`src/design/mrf_pkg.sv`:
```
// Package for the missing and repeated value finder: widths, sizes, payload structs,
// the back-end state type and the range helper.
// No dependencies; every other design file refers to it by scoped names.
package mrf_pkg;

    localparam int VALUE_W    = 17;
    localparam int SIDE_W     = 9;
    localparam int MAX_SIDE   = 256;
    localparam int SQ_W       = 17;
    localparam int IDX_W      = 16;
    localparam int MAP_DEPTH  = 65536;
    localparam int TAG_W      = 8;
    localparam int PROD_W     = 18;
    localparam int LINK_DEPTH = 4;
    localparam int LINK_AW    = 2;
    localparam int OUT_DEPTH  = 4;
    localparam int OUT_AW     = 2;
    localparam int CNT_W      = 3;

    localparam logic [TAG_W-1:0] EPOCH_FIRST = TAG_W'(1);
    localparam logic [TAG_W-1:0] EPOCH_LAST  = {TAG_W{1'b1}};
    localparam logic [IDX_W-1:0] CLR_END     = {IDX_W{1'b1}};

    typedef struct packed {
        logic [VALUE_W-1:0] value;
        logic               last_item;
    } t_in_item;

    typedef struct packed {
        logic [VALUE_W-1:0] repeated_value;
        logic [VALUE_W-1:0] missing_value;
        logic               input_error;
    } t_out_item;

    // One classified item on its way from the front end to the back end.
    typedef struct packed {
        logic [VALUE_W-1:0] value;
        logic [IDX_W-1:0]   idx;
        logic               in_range;
        logic               last_item;
        logic [SQ_W-1:0]    side_sq;
    } t_work;

    // Totals of a finished data set, waiting for the final arithmetic.
    typedef struct packed {
        logic [VALUE_W-1:0] repeat_val;
        logic [VALUE_W-1:0] sum_low;
        logic               err;
        logic [SQ_W-1:0]    side_sq;
    } t_fin;

    typedef struct packed {
        logic empty;
        logic full;
    } t_fifo_stat;

    typedef enum logic {
        BK_CLEAR,
        BK_RUN
    } t_back_state;

    // Side saturated to MAX_SIDE, then squared.
    function automatic logic [SQ_W-1:0] side_square(input logic [SIDE_W-1:0] side);
        logic [SIDE_W-1:0] sat;
        logic [2*SIDE_W-1:0] prod;
        sat  = (side > SIDE_W'(MAX_SIDE)) ? SIDE_W'(MAX_SIDE) : side;
        prod = (2*SIDE_W)'(sat) * (2*SIDE_W)'(sat);
        return prod[SQ_W-1:0];
    endfunction

endpackage

```
`src/design/mrf_front.sv`:
```
// Front end of the missing and repeated value finder: accepts input transactions and
// classifies each value against the current range. Depends on mrf_pkg.
module mrf_front (
    input  logic                      i_push,
    output logic                      o_full,
    input  mrf_pkg::t_in_item         i_item,
    input  logic [mrf_pkg::SIDE_W-1:0] i_side_length,
    input  mrf_pkg::t_fifo_stat       i_link_stat,
    input  logic                      i_clearing,
    output logic                      o_link_push,
    output mrf_pkg::t_work            o_work
);

    logic [mrf_pkg::SQ_W-1:0]    side_sq;
    logic [mrf_pkg::VALUE_W-1:0] idx_full;

    assign side_sq  = mrf_pkg::side_square(i_side_length);
    assign idx_full = i_item.value - mrf_pkg::VALUE_W'(1);

    // No transaction is taken while the bitmap is being swept.
    assign o_full      = i_link_stat.full || i_clearing;
    assign o_link_push = i_push && !o_full;

    always_comb begin
        o_work.value     = i_item.value;
        o_work.idx       = idx_full[mrf_pkg::IDX_W-1:0];
        o_work.in_range  = (i_item.value != '0) && (i_item.value <= side_sq);
        o_work.last_item = i_item.last_item;
        o_work.side_sq   = side_sq;
    end

endmodule

```
`config.mk`:
```
export PLATFORM = sky130hd
export DESIGN_NAME = mrf_front
export DESIGN_NICKNAME = d
export VERILOG_FILES = /design/src/design/mrf_pkg.sv /design/src/design/mrf_front.sv
export SDC_FILE = /design/constraint.sdc
export NUM_CORES = 1
export LEC_CHECK = 0
export BUFFER_PORTS_ARGS = -buffer_cell sky130_fd_sc_hd__buf_2
export CAP_MARGIN = 10
export CORE_MARGIN = 5
export CORE_UTILIZATION = 45
export DETAILED_ROUTE_END_ITERATION = 10
export PLACE_DENSITY = 0.82
export SLEW_MARGIN = 20
export SYNTH_ARGS = -nofsm -noshare
export SYNTH_HDL_FRONTEND = slang
export SYNTH_SLANG_ARGS = --single-unit
```
`constraint.sdc`:
```
create_clock -name vclk -period 8.9
set_clock_uncertainty 0.1 [all_clocks]
set_input_delay 0.89 -clock vclk [all_inputs]
set_output_delay 0.89 -clock vclk [all_outputs]
set_load 0.02 [all_outputs]
```
**Word-level counts from Yosys, hierarchy flattened**

Cells that the tools add are included.

- Reductions and logical operators: 5
- Add/sub/neg operators: 1
- Muxes and demuxes: 1
- Multipliers: 1
- Magnitude comparators: 2

Operators with widths:

| kind | number |
|---|---|
| $le A17 B17 Y1 | 1 |
| $mul A9 B9 Y17 | 1 |
| $reduce_bool A17 Y1 | 1 |
| $sub A16 B1 Y16 const B | 1 |
| $gt A9 B9 Y1 const B | 1 |
| $mux W9 | 1 |
| $logic_and A1 B1 Y1 | 2 |
| $logic_not A1 Y1 | 1 |
| $logic_or A1 B1 Y1 | 1 |

- Logic and storage cells: 10
- Output and inout bits: 54
- Bits of input ports: 31
- Bits in registers: 0

**Depth between registers and ports, before layout**

Gate-level depths: netlist of the first run.

- Depth after elaboration: 5
- Gate-level depth with buffers: 25
- Mapped depth without buffers: 23

**Worst setup path after synthesis of the first run**

Ideal clock, no wire load.

- Kind: input to output
- Start point: input i_side_length[8] (netlist name)
- End point: output o_work[18] (netlist name)
- Buffers on the path: 2
- Cell stages on the path: 22
- Slack: 1.557 ns
- Required time: 7.910 ns
- Arrival: 6.353 ns
- Path through: clkbuf_1 -> nor2b_1 -> nand2_1 -> fa_1 -> inv_1 -> fa_1 -> fa_1 -> inv_1 -> fa_1 -> inv_1 -> ha_1 -> clkbuf_1 -> and3_1 -> and2_1 -> nor3_1 -> a2111oi_0 -> nand2_1 -> ha_1 -> and4_1 -> a221oi_1 -> o31ai_1 -> a22oi_1

RTL lines:

| what | line | RTL |
|---|---|---|
| start: declaration | mrf_front.sv:7 | `input logic [mrf_pkg::SIDE_W-1:0] i_side_length,` |
| end: declaration | mrf_front.sv:11 | `output mrf_pkg::t_work o_work` |

==> out/qor.yml, run 1 <==
p_int_mw: 0.2408
synth_top_family_by_area: "adder cells"
crit_type: "in -> out"
grt_pass1_vias: 2588
cp_max_fo: 9
area.sequential_um2: 0
crit_required_ns: 7.91
synth_xor_area_share_pct: 9.813
die_w_um: 90.90
clockPowerShare_pct: 0
dr.pass1.iters: 4
synthTopCellsByArea: "fa_1, ha_1, inv_1, xor2_1, buf_4"
post_cts_resized: 0
synthAdderAreaFrac_pct: 44.44
swShare_pct: 60.95
holdBufCountCts: 0
hold_depth: 0
setup_violations: 0
yosysTopAreaCell: "fa_1"
ys_seq_area_share_pct: 0
wire_per_inst_um: 12.20
start_kind: "primary input"
tightest_slew_ns: 0.6345
area_growth_pct: 12.79
combPwrFrac_pct: 100.0
hold_class: "in -> out"
top_level_ports: 85
slew-limit-headroom_pct: 57.31
coreArea_um2: 6350
yosys_warnings: 0
row_count: 29
antenna_found_initial: 0
final_cell_count_no_fill: 517
yosysMostFrequentCell: "inv_1"
grt_setup_unrepaired: "no"
synthCells: 374
fillers: 613
gp_congestion: 0.7942
status: "finished, final reports clean"
clkbuf_count: 0
drc: 0
wl_mm: 6.305
setup.worst_path.start: "i_side_length[8]"
hold_viol: 0
yosys.area_share.simple_pct: 19.12
grt_max_degree: 10
start_util_pct: 46.38
fin_tns_setup_ns: 0
fin_nets: 556
yosysTopAreaCellShare_pct: 24.47
vias: 2629
postSynthAreaPerCell_um2: 7.875
fin_crit_sh_pct: 88.32
netlist_area_um2: 2945
leakagePower_nw: 1.907
globalRoute.totalOverflow: 0
powerDensity_nw_per_um2: 185.6
n_sequential_cell: 0
drive_gt1_share_pct: 20.00
diodes: 0
ant_nets: 0
fp.dieH_um: 90.90
final_max_slew_viol_count: 0
die-area_um2: 8263
synth_compound_area_share_pct: 9.048
peakVddDrop_v: 0.0001721
fmax_mhz: 127.2
place_hpwl_mm: 5.743
synth_cell_types: 42
vias_per_cell: 5.085
port-buffer-count: 81
max-cap-violations: 0
fin_crit_ns: 7.861
whs_endpoint: "o_work[17]"
power_mw: 0.6166
synth_common_cells: "inv_1, ha_1, fa_1, nand2_1"
p_seq_share_pct: 0
grt_pass1_wl_mm: 10.96
grt_usage_pct: 14.95
drtIter0Drc: 120
synth_mux_area_share_pct: 0.7222
fin_hold_ws_ns: 1.680
dp.cells: 517
min_from: "i_item[0]"
critPathCaptureType: "output port"
power.switching_mw: 0.3758
arrival_ns: 6.87
post-cts-setup-buffers: 0
-- layout by cell type (no fill, tap or decap), types with 5 or more instances in the layout --
master / synthesis / final
nor3_1: 5 / 5
o21ai_0: 6 / 6
conb_1: 2 / 11
nand2_1: 32 / 32
xor2_1: 17 / 17
and2_1: 15 / 15
nor2_1: 10 / 10
buf_2: 0 / 81
xnor2_1: 16 / 16
nor2b_1: 10 / 10
a21oi_1: 19 / 19
ha_1: 47 / 47
fa_1: 36 / 36
inv_1: 86 / 86
-- cell families after synthesis --
logic type | count (synthesis)
mux | 2
fa+ha+maj | 83
simple gates | 100
buf+inv | 111
xor+xnor | 33
compound gates | 43
other cells | 2
-- routing by layer --
metal,share of wire (%),routed length [µm],vias up,global-route usage [%]
met5,0,0,-,0
met4,0.57,36,0,0.7335
met3,5.7,360,4,1.583
met2,53,3370,67,29.00
met1,40,2537,1259,18.54
li1,-,-,1299,-
-- cell type report --
cell class | instances | area [µm²] | share of cell area (%)
repair buffers | 82 | 412.9 | 12.43
well taps | 77 | 96.34 | 2.900
multi-input cells | 272 | 2490 | 74.95
inverters | 86 | 322.8 | 9.718
-- power by group through the flow --
stage	clock network (mW)	logic, mW	registers, mW
global route	0	0.699	0
floorplan	0	0.466	0
CTS	0	0.620	0
detailed placement	0	0.616	0
global placement	0	0.592	0
finish	0	0.617	0
-- through the flow --
step,setup slack [ns],instance area [µm²],util [%]
2_1_floorplan,1.557,2979,-
3_3_place_gp,1.159,3322,52.32
3_5_place_dp,1.033,3322,52.32
4_1_cts,1.010,3322,52.32
5_1_grt,0.5662,3322,52.32
6_report,1.039,3322,52.32
-- critical path, stage by stage --
cell      delay, ns
buf_2          0.16
nor2b_1        0.31
buf_4          0.20
and2_1         0.15
inv_1          0.06
fa_1           0.58
inv_1          0.07
fa_1           0.49
inv_1          0.05
fa_1           0.46
fa_1           0.54
inv_1          0.04
ha_1           0.35
a21o_1         0.18
a21oi_1        0.17
o21ai_0        0.19
a211oi_1       0.45
xor2_1         0.20
ha_1           0.27
and4_1         0.18
a221oi_1       0.35
o31ai_1        0.13
a22oi_1        0.20
buf_2          0.19
-- how the worst max path moves through the flow --
stage                 endpoint  slack, ns  cells after the start
floorplan           o_work[18]       1.56                     22
global placement    o_work[18]       1.16                     24
detailed placement  o_work[18]       1.03                     24
CTS                 o_work[18]       1.01                     24
global route        o_work[18]       0.57                     24
finish              o_work[18]       1.04                     24
Power figures use the tool's default switching activity.
==> run 2, diff against run 1 <==
CORE_MARGIN = 3   (was 5)
==> run 2 against run 1 <==
Hold slack is essentially flat. Routed wire length shrank 3.1%. Design area is essentially flat. Fmax grew 0.23%. Power shrank 0.11%. Flip-flop and latch count is the same. Utilization grew 1.8 points. Critical path type unchanged. Largest cell class unchanged. Highest routed layer unchanged.
==> out/qor.yml, run 2 (synthesized netlist as in run 1, its figures left out) <==
status: "finished, final reports clean"
final_common_cell: "inv_1"
final_cell_count_no_fill: 515
fillers: 624
dp.cells: 515
wire_per_inst_um: 11.86
post_cts_resized: 0
fin_tns_setup_ns: 0
fin_crit_sh_pct: 88.12
holdBufCountCts: 0
grt_pass1_vias: 2494
dr.pass1.iters: 4
globalRoute.totalOverflow: 0
drtIter0Drc: 92
antenna_found_initial: 0
n_sequential_cell: 0
grt_usage_pct: 16.12
tightest_slew_ns: 0.6389
drc: 0
final_cell_mix: "inv_1, buf_2, ha_1, fa_1, nand2_1"
die-area_um2: 7552
drive_gt1_share_pct: 20.00
crit_required_ns: 7.91
finalWorstSetupSlack_ns: 1.057
start_kind: "primary input"
setup_violations: 0
grt_pass1_wl_mm: 10.32
start_util_pct: 48.04
arrival_ns: 6.85
final_max_slew_viol_count: 0
grt_max_degree: 10
post-cts-setup-buffers: 0
place_area_um2: 3319
power_mw: 0.6159
vias: 2581
hold_class: "in -> out"
powerDensity_nw_per_um2: 185.5
port-buffer-count: 81
top_level_ports: 85
ant_nets: 0
area_growth_pct: 12.70
crit_type: "in -> out"
fp.dieH_um: 86.90
max-cap-violations: 0
place_hpwl_mm: 5.618
final_area_um2: 3319
fin_crit_ns: 7.843
row_count: 28
wl_mm: 6.110
fmax_mhz: 127.5
slew-limit-headroom_pct: 57.01
gp_congestion: 0.8261
critPathCaptureType: "output port"
coreArea_um2: 6131
hold_viol: 0
grt_setup_unrepaired: "no"
dp_slack_ns: 1.075
cp_max_fo: 9
diodes: 0
vias_per_cell: 5.012
die_w_um: 86.90
clkbuf_count: 0
area.sequential_um2: 0
leakagePower_nw: 1.907
fin_nets: 556
peakVddDrop_v: 0.0001795
## run 2: cell counts in the layout (fill, tap and decap cells not counted)
No cell type changed its count.
## run 2: critical path, stage by stage
cell	delay (ns)
buf_2	0.17
nor2b_1	0.33
buf_4	0.20
and2_1	0.14
inv_1	0.06
fa_1	0.58
inv_1	0.07
fa_1	0.49
inv_1	0.04
fa_1	0.46
fa_1	0.55
inv_1	0.04
ha_1	0.36
a21o_1	0.19
a21oi_1	0.18
o21ai_0	0.19
a211oi_1	0.46
xor2_1	0.19
ha_1	0.26
and4_1	0.18
a221oi_1	0.31
o31ai_1	0.12
a22oi_1	0.18
buf_2	0.19
## run 2: final cells by class
class | count | area (µm²) | area share, %
inverters | 86 | 322.8 | 9.725
multi-input cells | 272 | 2490 | 75.01
well taps | 75 | 93.84 | 2.827
repair buffers | 82 | 412.9 | 12.44
## run 2: stage by stage
stage | util [%] | hold slack [ns]
finish | 54.14 | 1.680
global route | 54.14 | 1.680
CTS | 54.14 | 1.680
detailed placement | 54.14 | 1.680
global placement | 54.14 | 1.680
floorplan | - | 1.790
## run 2: where the power goes
part           internal, mW  total (mW)  switching [mW]
clock network             0           0               0
registers                 0           0               0
logic                 0.241       0.616           0.375
total                 0.241       0.616           0.375
## run 2: path summary, 6_finish.rpt
kind             start    endpoint  slack [ns]  depth (start not counted)
max   i_side_length[8]  o_work[18]        1.06                         24
min          i_item[0]  o_work[17]        1.68                          0
## run 2: metal layers
layer  part of all wire [%]  global-route usage (%)
met3                    4.3                  0.7569
met5                      0                       0
met2                     53                   30.30
met4                    1.3                   2.408
met1                     42                   20.63
==> run 3, diff against run 2 <==
CELL_PAD_IN_SITES_DETAIL_PLACEMENT = 0   (was unset)
CELL_PAD_IN_SITES_GLOBAL_PLACEMENT = 1   (was unset)
CORE_UTILIZATION = 40   (was 45)
PLACE_DENSITY = 0.95   (was 0.82)
==> run 3 against run 2 <==
Non-clock buffer count stayed put. Design area is 0.79% higher. Routed wire length is 4.7% lower. Power is 1.6% lower. Combinational power is 2% lower.
==> out/qor.yml, run 3 (synthesized netlist as in run 1, its figures left out) <==
status: "finished, final reports clean"
cp_max_fo: 9
hold_class: "in -> out"
n_sequential_cell: 0
p_seq_share_pct: 0
leakagePower_nw: 1.907
clkbuf_count: 0
area_growth_pct: 13.59
critPathCaptureType: "output port"
final_common_cell: "inv_1"
slew-limit-headroom_pct: 63.70
grt_pass1_vias: 2370
swShare_pct: 60.48
wire_per_inst_um: 10.87
drive_gt1_share_pct: 20.00
combPwrFrac_pct: 100.0
dp_slack_ns: 1.119
fin_crit_ns: 7.795
post_cts_resized: 0
grtUsageMet2_pct: 25.75
die_w_um: 91.81
ant_nets: 0
dp.cells: 536
clockPowerShare_pct: 0
met1_usage_pct: 18.63
p_int_mw: 0.2394
holdBufCountCts: 0
row_count: 30
slowest_delay_ns: 0.55
max-cap-violations: 0
start_util_pct: 42.19
grt_pass1_wl_mm: 10.21
globalRoute.totalOverflow: 0
fp.dieH_um: 91.81
gp_congestion: 0.7997
fin_tns_setup_ns: 0
peakVddDrop_v: 0.0001094
hold_viol: 0
final_cell_count_no_fill: 536
area.sequential_um2: 0
diodes: 0
die-area_um2: 8429
whs_endpoint: "o_work[17]"
powerDensity_nw_per_um2: 181.1
final_cell_mix: "inv_1, buf_2, ha_1, fa_1, nand2_1"
post-cts-setup-buffers: 0
timing.critical_path.buf_inv: 6
dr.pass1.iters: 4
start_kind: "primary input"
crit_type: "in -> out"
grt_max_degree: 10
place_hpwl_mm: 5.371
setup_violations: 0
arrival_ns: 6.80
grt_setup_unrepaired: "no"
crit_family: "adder cells"
grt_usage_pct: 13.81
grt_util_met3_pct: 0.9024
crit_required_ns: 7.91
finalWorstSetupSlack_ns: 1.105
tightest_slew_ns: 0.5396
crit_top_cell: "fa_1"
drtIter0Drc: 68
path_cells: "buf_2 > nor2b_1 > buf_4 > nand2_1 > fa_1 > fa_1 > inv_1 > fa_1 > inv_1 > fa_1 > inv_1 > ha_1 > a21oi_1 > o211ai_1 > a21o_1 > a211o_1 > xnor2_1 > ha_1 > and4_1 > a221oi_1 > o31ai_1 > a22oi_1 > buf_2"
busiest_layer: "met2"
min_from: "i_item[0]"
antenna_found_initial: 0
fin_crit_sh_pct: 87.58
wl_mm: 5.825
power.switching_mw: 0.3664
drc: 0
fin_nets: 556
coreArea_um2: 6982
critical_path.slowest_cell: "fa_1"
port-buffer-count: 81
top_level_ports: 85
fmax_mhz: 128.3
vias: 2537
fin_hold_ws_ns: 1.680
hold_depth: 0
final_max_slew_viol_count: 0
vias_per_cell: 4.733
## run 3: cell counts in the layout (fill, tap and decap cells not counted)
No cell type changed its count.
## run 3: power by group through the flow
| stage | Clock (mW) | Sequential [mW] | Combinational [mW] |
|---|---|---|---|
| final | 0 | 0 | 0.606 |
| after global routing | 0 | 0 | 0.691 |
| after CTS | 0 | 0 | 0.616 |
| after detailed placement | 0 | 0 | 0.612 |
| after global placement | 0 | 0 | 0.598 |
| after floorplan | 0 | 0 | 0.466 |
## run 3: cell type report
type	count	area [µm²]
fill	702	3636
timing repair buffer	82	412.9
inverter	86	322.8
multi-input combinational	272	2490
tap	96	120.1
## run 3: worst max-delay path by stage
| stage | end | cells past startpoint | start |
|---|---|---|---|
| global route | o_work[18] | 23 | i_side_length[8] |
| CTS | o_work[18] | 23 | i_side_length[8] |
| finish | o_work[18] | 23 | i_side_length[8] |
| floorplan | o_work[18] | 22 | i_side_length[8] |
| global placement | o_work[18] | 23 | i_side_length[8] |
| detailed placement | o_work[18] | 23 | i_side_length[8] |
## run 3: metal layers
layer	up-vias	wire (µm)
met5	-	0
met4	0	0
met3	0	294
met2	58	2963
met1	1184	2568
li1	1295	-
## run 3: per-stage QoR
stage          area, µm²  utilization (%)  total power [mW]
2_1_floorplan       2979                -            0.4662
3_3_place_gp        3346            47.92            0.5981
3_5_place_dp        3346            47.92            0.6121
4_1_cts             3346            47.92            0.6156
5_1_grt             3346            47.92            0.6905
6_report            3346            47.92            0.6058
