## config.mk

```make
export PLATFORM = sky130hd
export DESIGN_NAME = mrf_out_fifo
export DESIGN_NICKNAME = d
export VERILOG_FILES = /design/src/design/mrf_pkg.sv /design/src/design/mrf_out_fifo.sv
export SDC_FILE = /design/constraint.sdc
export NUM_CORES = 1
export LEC_CHECK = 0
export BUFFER_PORTS_ARGS = -buffer_cell sky130_fd_sc_hd__buf_2
export CORE_AREA = 2 2 109 111
export CTS_BUF_LIST = sky130_fd_sc_hd__clkbuf_4 sky130_fd_sc_hd__clkbuf_8
export DETAILED_ROUTE_END_ITERATION = 12
export DIE_AREA = 0 0 111 113
export PLACE_DENSITY = 0.74
export SYNTH_ARGS = -nofsm -noshare
export SYNTH_HDL_FRONTEND = slang
export SYNTH_SLANG_ARGS = --single-unit
```

## constraint.sdc

```tcl
create_clock -name i_clk -period 3.3 [get_ports i_clk]
set_input_delay 0 -clock i_clk [delete_from_list [all_inputs] [get_ports i_clk]]
set_output_delay 0 -clock i_clk [all_outputs]
set_load 0.05 [all_outputs]
```

## src/design/mrf_pkg.sv

```systemverilog
// Package for the missing and repeated value finder: widths, sizes, payload structs,
// the back-end state type and the range helper.
// No dependencies; every other design file refers to it by scoped names.
package mrf_pkg;

    localparam int VALUE_W    = 17;
    localparam int SIDE_W     = 9;
    localparam int MAX_SIDE   = 256;
    localparam int SQ_W       = 17;
    localparam int IDX_W      = 16;
    localparam int MAP_DEPTH  = 65536;
    localparam int TAG_W      = 8;
    localparam int PROD_W     = 18;
    localparam int LINK_DEPTH = 4;
    localparam int LINK_AW    = 2;
    localparam int OUT_DEPTH  = 4;
    localparam int OUT_AW     = 2;
    localparam int CNT_W      = 3;

    localparam logic [TAG_W-1:0] EPOCH_FIRST = TAG_W'(1);
    localparam logic [TAG_W-1:0] EPOCH_LAST  = {TAG_W{1'b1}};
    localparam logic [IDX_W-1:0] CLR_END     = {IDX_W{1'b1}};

    typedef struct packed {
        logic [VALUE_W-1:0] value;
        logic               last_item;
    } t_in_item;

    typedef struct packed {
        logic [VALUE_W-1:0] repeated_value;
        logic [VALUE_W-1:0] missing_value;
        logic               input_error;
    } t_out_item;

    // One classified item on its way from the front end to the back end.
    typedef struct packed {
        logic [VALUE_W-1:0] value;
        logic [IDX_W-1:0]   idx;
        logic               in_range;
        logic               last_item;
        logic [SQ_W-1:0]    side_sq;
    } t_work;

    // Totals of a finished data set, waiting for the final arithmetic.
    typedef struct packed {
        logic [VALUE_W-1:0] repeat_val;
        logic [VALUE_W-1:0] sum_low;
        logic               err;
        logic [SQ_W-1:0]    side_sq;
    } t_fin;

    typedef struct packed {
        logic empty;
        logic full;
    } t_fifo_stat;

    typedef enum logic {
        BK_CLEAR,
        BK_RUN
    } t_back_state;

    // Side saturated to MAX_SIDE, then squared.
    function automatic logic [SQ_W-1:0] side_square(input logic [SIDE_W-1:0] side);
        logic [SIDE_W-1:0] sat;
        logic [2*SIDE_W-1:0] prod;
        sat  = (side > SIDE_W'(MAX_SIDE)) ? SIDE_W'(MAX_SIDE) : side;
        prod = (2*SIDE_W)'(sat) * (2*SIDE_W)'(sat);
        return prod[SQ_W-1:0];
    endfunction

endpackage

```

## src/design/mrf_out_fifo.sv

```systemverilog
// Result queue of the missing and repeated value finder; its head drives the result ports.
// Depends on mrf_pkg.
module mrf_out_fifo (
    input  logic                      i_clk,
    input  logic                      i_rst_n,
    input  logic                      i_push,
    input  mrf_pkg::t_out_item        i_data,
    input  logic                      i_pop,
    output mrf_pkg::t_out_item        o_data,
    output mrf_pkg::t_fifo_stat       o_stat,
    output logic [mrf_pkg::CNT_W-1:0] o_count
);

    mrf_pkg::t_out_item          r_mem [mrf_pkg::OUT_DEPTH];
    logic [mrf_pkg::OUT_AW-1:0]  r_wr_ptr;
    logic [mrf_pkg::OUT_AW-1:0]  r_rd_ptr;
    logic [mrf_pkg::CNT_W-1:0]   r_count;
    logic [mrf_pkg::OUT_AW-1:0]  n_wr_ptr;
    logic [mrf_pkg::OUT_AW-1:0]  n_rd_ptr;
    logic [mrf_pkg::CNT_W-1:0]   n_count;

    always_comb begin
        n_wr_ptr = r_wr_ptr + (i_push ? mrf_pkg::OUT_AW'(1) : '0);
        n_rd_ptr = r_rd_ptr + (i_pop ? mrf_pkg::OUT_AW'(1) : '0);
        n_count  = r_count + (i_push ? mrf_pkg::CNT_W'(1) : '0)
                           - (i_pop ? mrf_pkg::CNT_W'(1) : '0);
    end

    always_ff @(posedge i_clk) begin
        if (!i_rst_n) begin
            r_wr_ptr <= '0;
            r_rd_ptr <= '0;
            r_count  <= '0;
        end else begin
            r_wr_ptr <= n_wr_ptr;
            r_rd_ptr <= n_rd_ptr;
            r_count  <= n_count;
        end
    end

    always_ff @(posedge i_clk) begin
        if (i_push) begin
            r_mem[r_wr_ptr] <= i_data;
        end
    end

    assign o_data       = r_mem[r_rd_ptr];
    assign o_count      = r_count;
    assign o_stat.empty = (r_count == '0);
    assign o_stat.full  = (r_count == mrf_pkg::CNT_W'(mrf_pkg::OUT_DEPTH));

endmodule

```

== Word-level counts from Yosys, hierarchy flattened ==
Memories as Yosys holds them, arrays and structs flattened. A register that Yosys moved wholly into a read port is not among the register bits.
Index checks and enable logic that the tools add are counted.
W data, S select, Z words.

* Output and inout bits: 40
* RAM bits: 140
* Memories: 1
* Word-level logic and storage cells: 17
* Bits in registers: 7

{| class="wikitable"
|+ Memories
! memory !! words !! width !! rd ports !! clocked after Yosys merged registers in !! write ports !! line !! RTL
|-
| r_mem || 4 || 35 || 1 || 1 || 1 || mrf_out_fifo.sv:14 || <nowiki>mrf_pkg::t_out_item r_mem [mrf_pkg::OUT_DEPTH];</nowiki>
|}

* Add/subtract/negate cells: 4
* Mux-type cells: 7
* Eq/ne operators: 1
* Reduce and logical (&&, ||, !) cells: 1

{| class="wikitable"
|+ Operator list
! kind !! count
|-
| $mux W1 || 6
|-
| $add A2 B1 Y2 || 2
|-
| $add A3 B1 Y3 || 1
|-
| $eq A3 B3 Y1 const B || 1
|-
| $logic_not A3 Y1 || 1
|-
| $sub A3 B1 Y3 || 1
|-
| $mux W2 || 1
|}

== Longest topological paths before layout ==
Gate-level depths: netlist of run 1.

* Word-level depth: 3
* Mapped depth: 7

== Worst setup path after synthesis of run 1 ==
OpenSTA, ideal clock, no wires.

* Kind: register to register
* Start point: register r_wr_ptr[1] (netlist bit)
* End point: memory r_mem[0][0] (netlist bit) (enable)
* Arrival: 2951 ps
* Buffers on the path: 0
* Slack: -129 ps
* Cell stages (with the launch flop): 2
* Period minus slack after synthesis: 3429 ps
* Library setup time: 478 ps
* Cells stage by stage: dfxtp_1 -> nor3b_1

{| class="wikitable"
|+ RTL lines
! what !! line !! RTL
|-
| start: declaration || mrf_out_fifo.sv:15 || <nowiki>logic [mrf_pkg::OUT_AW-1:0] r_wr_ptr;</nowiki>
|-
| start signal: assignment || mrf_out_fifo.sv:35 || <nowiki>r_wr_ptr <= n_wr_ptr;</nowiki>
|-
| end: declaration || mrf_out_fifo.sv:14 ||
|}

No word-level cell before the write port.

==> impl_metrics.tcl, run 1 <==
set metrics [dict create \
    grt_max_degree 37 \
    detail-route-antenna-nets 0 \
    syn2layout_area_growth_pct 23.8 \
    cts_tree "yes" \
    drive_gt1_share_pct 40.8 \
    slew-limit-headroom_pct 36.5 \
    antenna_found_initial 1 \
    start_util_pct 48.4 \
    synth_area_leader_cell "edfxtp_1" \
    drv_cap 0 \
    period_share_pct 70.3 \
    synth_area_per_cell_um2 25.2 \
    port_buffers 78 \
    cts_root_buf "clkbuf_8" \
    wl_um 9090 \
    grt_pass1_wl_um 14600 \
    clock_latency_ns 0.43 \
    clkTransAtPathRegs_ns 0.07 \
    status "finished, final reports clean" \
    p_total_uw 4250 \
    vdd_drop_max_mv 0.563 \
    yosys-top-cells-area "edfxtp_1 77%, mux4_2 12%, dfxtp_1 2.6%" \
    routed.top_layer "met4" \
    post-route-cell-area_mm2 0.00675 \
    clock-sinks 147 \
    grt.overflow.total 0 \
    critPathRequiredTime_ns 3.30 \
    fin_nets 392 \
    rr_worst_depth 3 \
    layout_commonest_cell "edfxtp_1" \
    holdCritPathClass "in -> reg" \
    io_pins 79 \
    hold_viol_final 0 \
    cp_data_arrival_time_ns 2.32 \
    wl_per_cell_um 18.1 \
    final_cell_mix "140 x edfxtp_1, 78 x buf_2, 38 x dlygate4sd3_1, 30 x mux4_2, 17 x clkbuf_8" \
    final.min_clock_period_ns 2.32 \
    fp.coreArea_mm2 0.0113 \
    dpl_cell_area_mm2 0.00599 \
    r2r_slack_ns 1.51 \
    netlist_area_mm2 0.00545 \
    routedLengthMet1_um 3910 \
    drc 0 \
    die_h_um 113 \
    cp-end-kind "primary output" \
    fin_skew_ns 0.00801 \
    criticalPathCategory "reg -> out" \
    synth_nets 260 \
    yosys_warnings 0 \
    postCtsHoldBufs 38 \
    rows 39 \
    ys_seq_elements 147 \
    dr.pass1.iters 4 \
    grt_usage_pct 15.9 \
    power.density_mw_per_mm2 629 \
    viasPerCell 5.11 \
    clk_path_buf_depth 2 \
    critPathMaxFanout 16 \
    cts_resized 0 \
    hold_path_startpoint "i_data[13]" \
    setup_tns_ns 0 \
    die_width_um 111 \
    fin_hold_ws_ns 0.319 \
    rr_endpoint "r_mem[2][4]" \
    start_kind "register" \
    cts_buffers 17 \
    holdPathEnd "r_mem[2][13]" \
    worst_pin_slew_ns 0.952 \
    h-tree-depth 4 \
    max_freq_ghz 0.431 \
    synth.distinct_cells 19 \
    hold_path_depth 2 \
    place.gp.congestion 0.660 \
    dp_hpwl_um 5250 \
    rr_startpoint "r_wr_ptr[1]" \
    vias 2566 \
    p_leak_uw 0.00237 \
    drt_iter0_markers 84 \
    first_global_vias 2803 \
    rsz0062_at_grt "false" \
    yosysSeqAreaShare_pct 79.7 \
    drv_slew 0 \
    netlist_instances 216 \
    setup_viol 0 \
    synth_top_area_share_pct 77.1 \
    dieArea_mm2 0.0125 \
    wl_met2_um 4600 \
    post_cts_buffers 0 \
    wl_met3_um 445 \
]
==> through the flow <==
step                worst slack, ns  util, %  instances
finish                        0.980     59.9        502
CTS                           0.867     59.9        501
floorplan                     0.950        -        216
global route                  0.767     59.9        502
detailed placement             1.35     53.2        434
global placement               1.42     53.2        434
==> cell families (layout without fill, tap and decap cells) <==
family / count (synthesis) / after routing / synth area share, %
adder cells (fa/ha/maj): 5 / 5 / 1.29
flip-flops: 147 / 147 / 79.7
buffers and inverters: 12 / 154 / 1.95
other: 0 / 1 / 0
AND/OR/NAND/NOR: 14 / 14 / 1.56
XOR/XNOR: 3 / 3 / 0.734
multiplexers: 35 / 35 / 14.8
==> critical path, cell delays in order (launching register included) <==
cell and delay [ns]:
dfxtp_2 0.68, buf_4 0.37, mux4_1 0.61, buf_2 0.23
==> per-layer routing <==
layer  up-vias  GRT usage [%]
li1       1176              -
met1      1303           20.1
met3        14           5.30
met2        73           25.8
met4         0           6.42
met5         -              0
==> worst max path at each step <==
stage,end,from,cells after the start
finish,o_data[1],r_rd_ptr[0],3
floorplan,r_mem[2][0],r_wr_ptr[1],2
detailed placement,o_data[1],r_rd_ptr[0],3
CTS,o_data[1],r_rd_ptr[0],3
global placement,o_data[3],r_rd_ptr[0],3
global route,o_data[1],r_rd_ptr[0],3
==> final cells by class <==
| cell class | instances | area, um^2 |
|---|---|---|
| Sequential cell | 147 | 4350 |
| Multi-Input combinational cell | 57 | 1020 |
| Tap cell | 143 | 179 |
| Timing Repair Buffer | 121 | 808 |
| Inverter | 4 | 15.0 |
| Antenna cell | 1 | 2.50 |
| Clock inverter | 12 | 143 |
| Fill cell | 792 | 4520 |
| Clock buffer | 17 | 234 |
==> state kept, by name (all words and copies together), names as in the netlist <==
signal	cells
r_mem	140
r_wr_ptr	2
r_rd_ptr	2
o_count	3
==> where the power goes <==
part           switching [uW]  internal, uW  total, uW
registers                55.3          2140       2200
logic                     466           244        710
clock network             612           725       1340
total                    1130          3110       4250
==> synth_stat cells <==
master	count
edfxtp_1	140
mux4_2	30
and2_1	7
dfxtp_1	7
mux4_1	5
buf_2	4
ha_1	4
inv_1	4
buf_12	3
and3_1	2
xor2_1	2
and3b_1	1
buf_6	1
fa_1	1
nand2_1	1
nor2_1	1
nor3_1	1
nor3b_1	1
xnor3_1	1
(Power assumes the default switching activity.)
==> inputs of run 2 (changes only) <==
Settings changed: ABC_AREA from default to 1, CORE_AREA 2 2 109 111 to 2 2 113 115, DIE_AREA 0 0 111 113 to 0 0 115 117, PLACE_DENSITY 0.74 to 0.71.
Clock period 3.3 ns to 2.4 ns, I/O delays scaled along.
==> run 2 against run 1 <==
Against the previous run: non-clock buffer count increased by 5; synthesized area grew 8.1%; via count grew 41%; flip-flop and latch count did not move; die area grew 7.3%; sequential power grew 37%; total power grew 48%; sequential share of layout area fell by 4.6 points; cell count up 48%; critical path depth grew 1; global-route usage is 0.85 points higher; largest power group unchanged; highest routed layer unchanged.
==> impl_metrics.tcl, run 2 <==
set metrics [dict create \
    status "finished, final reports clean" \
    cp-end-kind "primary output" \
    top_register "r_mem" \
    vias 3614 \
    fin_skew_ns 0.0121 \
    post_cts_buffers 0 \
    grt_max_degree 58 \
    start_kind "register" \
    dr.pass1.iters 4 \
    hold_viol_final 0 \
    start_util_pct 47.9 \
    dp_hpwl_um 6370 \
    p_leak_uw 0.00290 \
    h-tree-depth 4 \
    clk_path_buf_depth 2 \
    grt_usage_pct 16.8 \
    hold_path_depth 2 \
    cp_data_arrival_time_ns 1.92 \
    cts_resized 0 \
    rr_startpoint "r_rd_ptr[0]" \
    drc 0 \
    p_total_uw 6280 \
    postCtsHoldBufs 39 \
    netlist_area_mm2 0.00590 \
    power.density_mw_per_mm2 862 \
    yosys_warnings 0 \
    clock_latency_ns 0.44 \
    place.gp.congestion 0.727 \
    post-route-cell-area_mm2 0.00728 \
    crit_path_max_incr_delay_ns 0.61 \
    final_cell_mix "140 x edfxtp_1, 82 x inv_1, 81 x nand2_1, 78 x buf_2, 39 x dlygate4sd3_1" \
    grt_pass1_wl_um 16800 \
    synth.distinct_cells 17 \
    path_cells "buf_4, o211ai_1, nand2_1, buf_2" \
    hold_path_startpoint "i_data[31]" \
    period_share_pct 80.0 \
    yosys_most_used_dff "edfxtp_1" \
    slew-limit-headroom_pct 64.7 \
    dpl_cell_area_mm2 0.00643 \
    yosysMostFrequentCell "edfxtp_1" \
    cts_root_buf "clkbuf_8" \
    viasPerCell 4.88 \
    largest_register_ffs 140 \
    drive_gt1_share_pct 22.0 \
    nFillCells 990 \
    wl_met3_um 496 \
    cts_tree "yes" \
    criticalPathCategory "reg -> out" \
    synth_top_area_share_pct 71.3 \
    synth_area_leader_cell "edfxtp_1" \
    setup_viol 0 \
    drt_iter0_markers 259 \
    netlist_instances 457 \
    antenna_found_initial 0 \
    layout_commonest_cell "edfxtp_1" \
    port_buffers 78 \
    yosys-top-cells-area "edfxtp_1 71%, inv_1 5.2%, nand2_1 5.2%" \
    clkTransAtPathRegs_ns 0.08 \
    rows 41 \
    die_width_um 115 \
    drv_slew 0 \
    fin_nets 622 \
    cp-startpoint "r_rd_ptr[1]" \
    first_global_vias 3488 \
    clock-sinks 147 \
    synth-edff-count 140 \
    worst_pin_slew_ns 0.529 \
    cts_buffers 17 \
    wl_met2_um 5340 \
    critPathRequiredTime_ns 2.40 \
    detail-route-antenna-nets 0 \
    routed.top_layer "met4" \
    fin_hold_ws_ns 0.307 \
    synth_area_per_cell_um2 12.9 \
    ys_top_cells_by_count "140 x edfxtp_1, 82 x inv_1, 81 x nand2_1" \
    drv_cap 0 \
    yosysSeqAreaShare_pct 73.7 \
    final.min_clock_period_ns 1.92 \
    max_freq_ghz 0.521 \
    fp.coreArea_mm2 0.0123 \
    wl_um 10500 \
    wl_per_cell_um 14.1 \
    rr_worst_depth 4 \
    n_antenna_cell 0 \
    syn2layout_area_growth_pct 23.5 \
    synth_nets 501 \
    vdd_drop_max_mv 0.392 \
    rsz0062_at_grt "false" \
    cpMaxStageDelayCell "dfxtp_2" \
    io_pins 79 \
    ys_seq_elements 147 \
    async_reset_ff_share_pct 0 \
    die_h_um 117 \
    dieArea_mm2 0.0135 \
    holdCritPathClass "in -> reg" \
    critPathMaxFanout 22 \
    routedLengthMet1_um 4510 \
    grt.overflow.total 0 \
]
run 2: cell count changes after synthesis, moves of 6 or more:
cell      before  now
a21oi_1        0   36
nand2_1        1   81
o211ai_1       0   30
o21ai_1        0   20
o21ai_0        0   15
mux4_2        30    0
inv_1          4   82
buf_2          4   13
buf_6          1    7
and2_1         7    0
run 2: metrics by stage:
| stage | setup TNS [ns] | std cells | setup WS [ns] | util, % |
|---|---|---|---|---|
| finish | 0 | 741 | 0.480 | 59.1 |
| global route | 0 | 741 | 0.324 | 59.1 |
| CTS | 0 | 741 | 0.447 | 59.1 |
| detailed placement | 0 | 670 | 0.807 | 52.2 |
| global placement | 0 | 670 | 0.877 | 52.2 |
| floorplan | -127.26 | 457 | -0.942 | - |
run 2: where the power goes:
part / internal (uW) / total (uW) / switching [uW]
sequential: 2940 / 3010 / 68.3
clock: 1280 / 2180 / 906
combinational: 288 / 1090 / 798
run 2: kinds of logic after synthesis:
logic type	count (synthesis)	synth area share, %
AND/OR/NAND/NOR	93	6.05
flip-flops	147	73.7
AO/OA/AOI/OAI	106	10.9
adder cells (fa/ha/maj)	5	1.19
buffers and inverters	106	8.17
run 2: layer usage:
layer,vias up,global-route usage (%)
met5,-,0
met4,0,6.83
met3,17,5.10
met2,77,28.6
met1,1709,20.0
li1,1811,-
run 2: final cells by class:
cell class | count | area, um^2 | share of cell area [%]
Sequential cell | 147 | 4350 | 59.7
Multi-Input combinational cell | 204 | 1090 | 15.0
Timing Repair Buffer | 126 | 886 | 12.2
Inverter | 82 | 308 | 4.23
Clock buffer | 19 | 255 | 3.51
Clock inverter | 13 | 205 | 2.82
Tap cell | 150 | 188 | 2.58
run 2: worst max-delay path: cells and delay by family (launching register included):
kind,cells,cell delay [ns]
AO/OA/AOI/OAI,1,0.13
buffers and inverters,2,0.62
flip-flops,1,0.61
AND/OR/NAND/NOR,1,0.11
run 2: final timing paths:
check	endpoint	slack, ns
max	o_data[12]	0.48
min	r_mem[2][31]	0.31
max reg2reg	r_rd_ptr[0]	0.71
min reg2reg	r_wr_ptr[1]	0.56
==> inputs of run 3 (changes only) <==
Settings changed: PLACE_DENSITY 0.71 to 0.73.
Clock period 2.4 ns to 1.7 ns, I/O delays scaled along.
==> run 3 against run 2 <==
Against the previous run: clock skew is 0.0065 ns lower; worst setup slack worse by 0.38 ns; total power is 32% higher; critical endpoint is now o_data[16].
==> impl_metrics.tcl, run 3 (same netlist as run 2, synthesis figures left out) <==
set metrics [dict create \
    cts_root_buf "clkbuf_8" \
    path_cells "buf_16, a21oi_1, o21ai_1, nand2_1, buf_2" \
    clock-sinks 147 \
    holdCritPathClass "in -> reg" \
    port_buffers 78 \
    cts_buffers 17 \
    first_global_vias 3397 \
    final.min_clock_period_ns 1.60 \
    p_total_uw 8270 \
    fin_skew_ns 0.00564 \
    fin_ws_ns 0.0983 \
    p_leak_uw 0.00295 \
    top_register "r_mem" \
    n_antenna_cell 0 \
    worst_pin_slew_ns 0.336 \
    grt_usage_pct 16.3 \
    cp_data_arrival_time_ns 1.60 \
    clock_latency_ns 0.44 \
    swShare_pct 29.7 \
    clkTransAtPathRegs_ns 0.07 \
    viasPerCell 4.84 \
    hold_viol_final 0 \
    start_util_pct 47.9 \
    post_cts_buffers 0 \
    setup_viol 0 \
    wl_um 10800 \
    cp-end-kind "primary output" \
    clk_path_buf_depth 2 \
    cts_tree "yes" \
    layout_commonest_cell "edfxtp_1" \
    critPathRequiredTime_ns 1.70 \
    drv_cap 0 \
    die_width_um 115 \
    dieArea_mm2 0.0135 \
    multiInputGateArea_mm2 0.00112 \
    criticalPathCategory "reg -> out" \
    place.gp.congestion 0.755 \
    power.density_mw_per_mm2 1120 \
    fin_nets 628 \
    io_pins 79 \
    syn2layout_area_growth_pct 25.7 \
    vdd_drop_max_mv 0.765 \
    cp_top_family "buffers and inverters" \
    start_kind "register" \
    cpMaxStageDelayCell "dfxtp_4" \
    period_share_pct 94.2 \
    antenna_found_initial 0 \
    p_int_uw 5820 \
    h-tree-depth 4 \
    crit_path_max_incr_delay_ns 0.40 \
    max_freq_ghz 0.624 \
    largest_register_ffs 140 \
    nFillCells 935 \
    dr.pass1.iters 5 \
    p_sw_uw 2450 \
    vias 3618 \
    detail-route-antenna-nets 0 \
    setup_tns_ns 0 \
    grt_pass1_wl_um 16200 \
    combPwrFrac_pct 20.8 \
    seq_area_mm2 0.00436 \
    grt.overflow.total 0 \
    rsz0062_at_grt "true" \
    wl_per_cell_um 14.4 \
    drc 0 \
    final_core_util_pct 60.2 \
    drv_slew 0 \
    die_h_um 117 \
    drive_gt1_share_pct 23.1 \
    p_clk_share_pct 28.2 \
    slew-limit-headroom_pct 77.6 \
    grt_max_degree 85 \
    fp.coreArea_mm2 0.0123 \
    drt_iter0_markers 274 \
    seqPwrFrac_pct 51.0 \
    preCtsSetupSlack_ns 0.175 \
    final_cell_mix "140 x edfxtp_1, 81 x nand2_1, 80 x inv_1, 50 x buf_2, 39 x dlygate4sd3_1" \
    dp_hpwl_um 6100 \
    critPathBufInv 2 \
    status "finished, final reports clean" \
    rows 41 \
    critPathMaxFanout 42 \
]
[run 3: what timing repair did]
action	in CTS	in global routing
endpoints found under the hold margin	147	0
setup endpoints to repair	1	28
hold buffers	39	0
pin swaps	0	1
resized for setup	2	59
gates cloned	0	2
[run 3: layout make-up]
cell class	count	share of cell area, %
clock inverters	14	1.28
well taps	150	2.53
clock buffers	18	3.26
flip-flops and latches	147	58.8
repair buffers	132	14.8
multi-input cells	204	15.1
inverters	82	4.22
[run 3: metal layers]
metal  vias to the layer above  share of wire [%]  wire [um]  track usage [%]
met4                         0                1.1        114             6.02
met3                         9                4.3        462             5.97
li1                       1831                  -          -                -
met5                         -                  0          0                0
met1                      1708                 42       4540             18.8
met2                        70                 53       5660             28.2
[run 3: worst paths after layout]
check	startpoint	end	slack (ns)	depth (start not counted)
setup / recovery	r_rd_ptr[0]	o_data[16]	0.1	5
hold / removal	i_data[0]	r_mem[2][0]	0.31	2
setup reg to reg	o_count[0]	o_count[2]	0.17	7
hold reg to reg	r_wr_ptr[1]	r_wr_ptr[1]	0.56	2
[run 3: metrics by stage]
step | area [um^2] | std cells | hold WS (ns)
final | 7410 | 747 | 0.306
after global routing | 7410 | 747 | 0.284
after CTS | 7250 | 745 | 0.270
after detailed placement | 6510 | 674 | 0.216
after global placement | 6510 | 674 | 0.208
after floorplan | 5950 | 457 | 0.0928
[run 3: worst reg2reg max path, stage by stage (launching register included)]
cell	delay [ns]
dfxtp_2	0.35
inv_1	0.04
ha_1	0.26
inv_1	0.04
ha_1	0.18
fa_1	0.38
a21oi_1	0.13
nor2_1	0.06
[run 3: power by group through the flow]
stage | clock [uW] | sequential, uW | combinational (uW)
2_1_floorplan | 0 | 4350 | 1090
3_3_place_gp | 0 | 4280 | 1500
3_5_place_dp | 0 | 4290 | 1530
4_1_cts | 2400 | 4210 | 1610
5_1_grt | 2570 | 4230 | 1850
6_report | 2330 | 4220 | 1720
